[src/hdl/rff_mac.sv]
// Shared multiply-accumulate unit: one registered product, one accumulator.
`default_nettype none
module rff_mac (
  input  wire logic               clk_i,
  input  wire logic               clr_i,
  input  wire logic               en_i,
  input  wire logic signed [15:0] a_i,
  input  wire logic signed [15:0] b_i,
  output logic [23:0]             acc_o
);
  logic signed [31:0] prod_q;
  logic [23:0]        acc_q;
  logic               pv_q;

  // product register, then add into the low 24 phase bits
  always_ff @(posedge clk_i) begin
    prod_q <= a_i * b_i;
    pv_q   <= en_i;
    if (clr_i) begin
      acc_q <= '0;
    end else if (pv_q) begin
      acc_q <= acc_q + prod_q[23:0];
    end
  end
  assign acc_o = acc_q;
endmodule
`default_nettype wire

[config.mk]
export PLATFORM = sky130hd
export DESIGN_NAME = rff_mac
export DESIGN_NICKNAME = d
export VERILOG_FILES = /design/src/hdl/rff_mac.sv
export SDC_FILE = /design/constraint.sdc
export NUM_CORES = 1
export LEC_CHECK = 0
export ABC_AREA = 1
export BUFFER_PORTS_ARGS = -buffer_cell sky130_fd_sc_hd__buf_2
export CAP_MARGIN = 20
export CORE_UTILIZATION = 70
export DETAILED_ROUTE_END_ITERATION = 16
export GPL_ROUTABILITY_DRIVEN = 0
export HOLD_SLACK_MARGIN = 0.1
export PLACE_DENSITY = 0.91
export SLEW_MARGIN = 20
export SYNTH_ARGS = -nofsm -noshare
export SYNTH_HDL_FRONTEND = slang
export SYNTH_SLANG_ARGS = --single-unit
[constraint.sdc]
create_clock -name clk_i -period 9.55 [get_ports clk_i]
set_input_delay 0.4775 -clock clk_i [delete_from_list [all_inputs] [get_ports clk_i]]
set_output_delay 0.4775 -clock clk_i [all_outputs]
set_load 0.01 [all_outputs]
# ---- Word-level counts from Yosys, hierarchy flattened
# Cells that the tools add are included.
dict set report totals {
  reg_bits 49
  latch_bits 0
  ramBits 0
  rom_bits 0
  input_bits 35
  output_inout_bits 24
  wordCells 5
  mem_count 0
}
dict set report op_classes {
  n_addsub 1
  n_mul 1
  div_mod_pow 0
  magnitude_cmp 0
  n_eq_ne 0
  shift 0
  muxes 0
  bitwise 0
  n_reduce_logical 0
}
# op count
set ops {}
lappend ops {{24-bit adder} 1}
lappend ops {{16-bit by 16-bit multiplier with 24-bit output} 1}

# ---- Logic depth before layout (Yosys ltp)
dict set report logic_depth {
  depth_word 1
  mapped_depth 27
  mapped_depth_nobuf 26
}

# ---- Worst setup path before layout
# No wires, ideal clock.
dict set report synth_timing {
  path_kind {in2reg}
  start {in a_i[7]}
  end {reg prod_q[23]}
  setup_ns 0.112
  arrival_time_ns 5.258
  required_time_ns 9.438
  slack_ns 4.179
  cell_stages 24
  n_path_buf 2
  path_cell_list {clkbuf_1 -> clkbuf_1 -> nand2_1 -> fa_1 -> inv_1 -> fa_1 -> inv_1 -> fa_1 -> inv_1 -> fa_1 -> fa_1 -> inv_1 -> fa_1 -> inv_1 -> ha_1 -> nand2_1 -> nor2_1 -> nand2_1 -> nand2_1 -> nand2_1 -> nand3_1 -> inv_1 -> nand3_1 -> nand2_1}
}
dict set report synth_via {
  elab_chain_len 1
}
# element line
set synth_rtl {}
lappend synth_rtl {{from (decl)} 7} ;# input wire logic signed [15:0] a_i,
lappend synth_rtl {{16-bit by 16-bit multiplier with 24-bit output} 17} ;# prod_q <= a_i * b_i;
lappend synth_rtl {{to (signal assigned)} 17}
lappend synth_rtl {{to (decl)} 11} ;# logic signed [31:0] prod_q;
# Every way passes these cells.
# A chain may end at the register's enable or synchronous reset.

# ---- Worst setup path in the final report
dict set report layout_timing {
  start {in b_i[15]}
  end {reg prod_q[22]}
}
dict set report layout_via {
  elab_chain_len 1
}
# element line
set layout_rtl {}
lappend layout_rtl {{from (decl)} 8} ;# input wire logic signed [15:0] b_i,
lappend layout_rtl {{16-bit by 16-bit multiplier with 24-bit output} 17}
# Every way passes these cells.

==> impl_metrics.py <==
metrics = {
    "sta": {
        "post-route-min-period_ps": 5330,
        "drv_slew": 0,
        "fmax_mhz": 187,
        "hold_violations": 0,
        "worst_slew_pin_slew_ps": 458,
        "setup_viol": 0,
        "setup_tns_ps": 0,
        "period_share_pct": 55.9,
        "finClkSkew_ps": 5.63,
        "slew-limit-headroom_pct": 69.5,
        "rsz0062_at_grt": "false",
    },
    "synthesis": {
        "synth_ff_type": "dfxtp_1",
        "ys_types": 40,
        "async_reset_ff_share_pct": 0,
        "syn_area_per_cell_um2": 7.11,
        "synth_area_leaders": "fa_1 34%, inv_1 15%, nand2_1 14%",
        "synth_largest_area_cell": "fa_1",
        "syn_area_um2": 11200,
        "yosysMostFrequentCell": "inv_1",
        "synth_top_area_share_pct": 33.7,
        "synth-seq-area-share_pct": 8.78,
        "yosysWarnings": 0,
        "synth_edf_count": 0,
        "synth_cells": 1571,
        "syn_nets": 1890,
        "synth-seq-cells": 49,
        "synthTopCellsByCount": "448 x inv_1, 413 x nand2_1, 188 x fa_1",
    },
    "global_route": {
        "antenna_found_initial": 0,
        "grt_usage_pct": 35.3,
        "grt_max_degree": 40,
        "grt_pass1_vias": 10167,
        "gr-total-overflow": 0,
        "grt_first_pass_wirelength_um": 45800,
    },
    "drt": {
        "drt-wirelength-per-cell_um": 15.1,
        "drtPass1Iterations": 6,
        "drc_errors": 0,
        "vias": 9845,
        "drtAntennaViolNets": 0,
        "avgViaCountPerCell": 5.48,
        "wl_um": 27100,
        "drt-initial-drc-count": 735,
    },
    "critical_path": {
        "cp_data_required_time_ps": 9740,
        "start_kind": "input port",
        "path_max_fanout": 9,
        "worstSetupPathType": "input port to register",
        "worstSetupEndpointType": "register",
        "worstPathArrival_ps": 5520,
    },
    "die": {
        "start_util_pct": 72.7,
        "pin_count": 59,
        "die_w_um": 128,
        "die_h_um": 128,
        "die_area_um2": 16500,
        "core_area_um2": 15400,
        "rows": 45,
    },
    "cells_and_area": {
        "nNetsFinal": 1903,
        "area_delta_synth_final_pct": 4.16,
        "diodes": 0,
        "drive_gt1_share_pct": 5.80,
    },
    "clock_network": {
        "cts_inserted_buffers": 5,
        "post_cts_buffers": 0,
        "hold_buffers": 0,
        "clk_pin_slew_ps": 60,
        "cts-resized-gates": 0,
        "cts_tree": "done",
        "insertion_delay_ps": 290,
        "ctsHtreeMaxLevel": 2,
        "cts_sinks": 49,
        "ctsRootBufferMaster": "clkbuf_16",
        "cts_buffer_depth": 2,
    },
    "worst_hold_path": {
        "min_path_type": "input port to register",
    },
    "placed_design": {
        "numPortBuffers": 58,
        "dp_hpwl_um": 22600,
    },
    "status": {
        "outcome": "finished, final reports clean",
    },
    "job": {
        "maxCapViolations": 0,
    },
}
## stage by stage
stage | std cells | setup WS [ps] | area, um^2 | hold slack [ps] | utilization, %
floorplan | 1571 | 4180 | 11200 | 498 | -
global placement | 1788 | 4040 | 11500 | 484 | 74.7
detailed placement | 1788 | 3940 | 11500 | 508 | 74.7
CTS | 1796 | 4240 | 11600 | 283 | 75.7
global route | 1796 | 3980 | 11600 | 279 | 75.7
finish | 1796 | 4220 | 11600 | 284 | 75.7
## state kept, by name (all words and copies together) (netlist names)
signal  count
pv_q        1
prod_q     24
acc_o      24
## worst max-delay path, cell delays in order
cell and delay [ps]:
buf_2 110, clkinv_1 270, or2_2 390, fa_1 450
fa_1 500, inv_1 60, fa_1 490, fa_1 450
fa_1 500, inv_1 50, fa_1 470, inv_1 40
ha_1 350, a21oi_1 210, o21ai_0 120, a21oi_1 120
nand2_1 110, a21oi_1 190, inv_1 60, nand2_1 50
nand2_1 60
## cells in the final DEF (no fill, tap or decap)
cell type  count
inv_1        448
nand2_1      413
fa_1         188
ha_1          96
nor2_1        94
buf_2         58
a21oi_1       51
dfxtp_1       49
nand3_1       48
o21ai_0       33
xor2_1        22
nand4_1       15
nand2_2       10
xnor2_1        8
o21bai_1       6
nor3_1         5
clkbuf_16      5
nand3_2        4
a31oi_1        3
a21oi_2        3
or2_2          3
o21ai_1        3
o21a_1         2
o211ai_1       2
a31o_2         2
clkinv_1       1
o31ai_1        1
o21ai_2        1
nor4_1         1
nand3b_1       1
a211oi_1       1
nor3b_1        1
nor2_2         1
nor3_2         1
or2_0          1
clkinv_2       1
clkbuf_8       1
clkinv_4       1
buf_4          1
## routing by layer
| metal | GRT usage, % | wire length (um) |
|---|---|---|
| met5 | 0 | 0 |
| met4 | 15.2 | 1180 |
| met3 | 5.72 | 2550 |
| met2 | 63.0 | 13300 |
| met1 | 42.3 | 10100 |
## kinds of logic after synthesis
group | Yosys count | share of synthesized area, %
buffers and inverters | 502 | 17.3
and+or+nand+nor | 598 | 21.7
AOI/OAI and AO/OA | 108 | 5.34
adders and majority gates | 284 | 44.5
xor gates and xnor gates | 30 | 2.35
DFF | 49 | 8.78
## path summary, 6_finish.rpt
kind                            startpoint    endpoint  slack [ps]  depth (start not counted)
worst max register to register    acc_o[0]   acc_o[22]        7320                         13
worst max-delay path               b_i[15]  prod_q[22]        4220                         21
worst min-delay path                  en_i        pv_q         280                          1
worst min register to register    acc_o[0]    acc_o[0]         510                          2
## cell type report
cell class,count,area (um^2)
flip-flops and latches,49,981
clock buffers,6,139
clock inverters,2,13.8
well taps,211,264
repair buffers,59,298
inverters,449,1690
fillers,1092,3740
multi-input cells,1020,8250
Power is not shown: default switching activity piles up to over one toggle a cycle in this logic, so the estimate is an artifact.
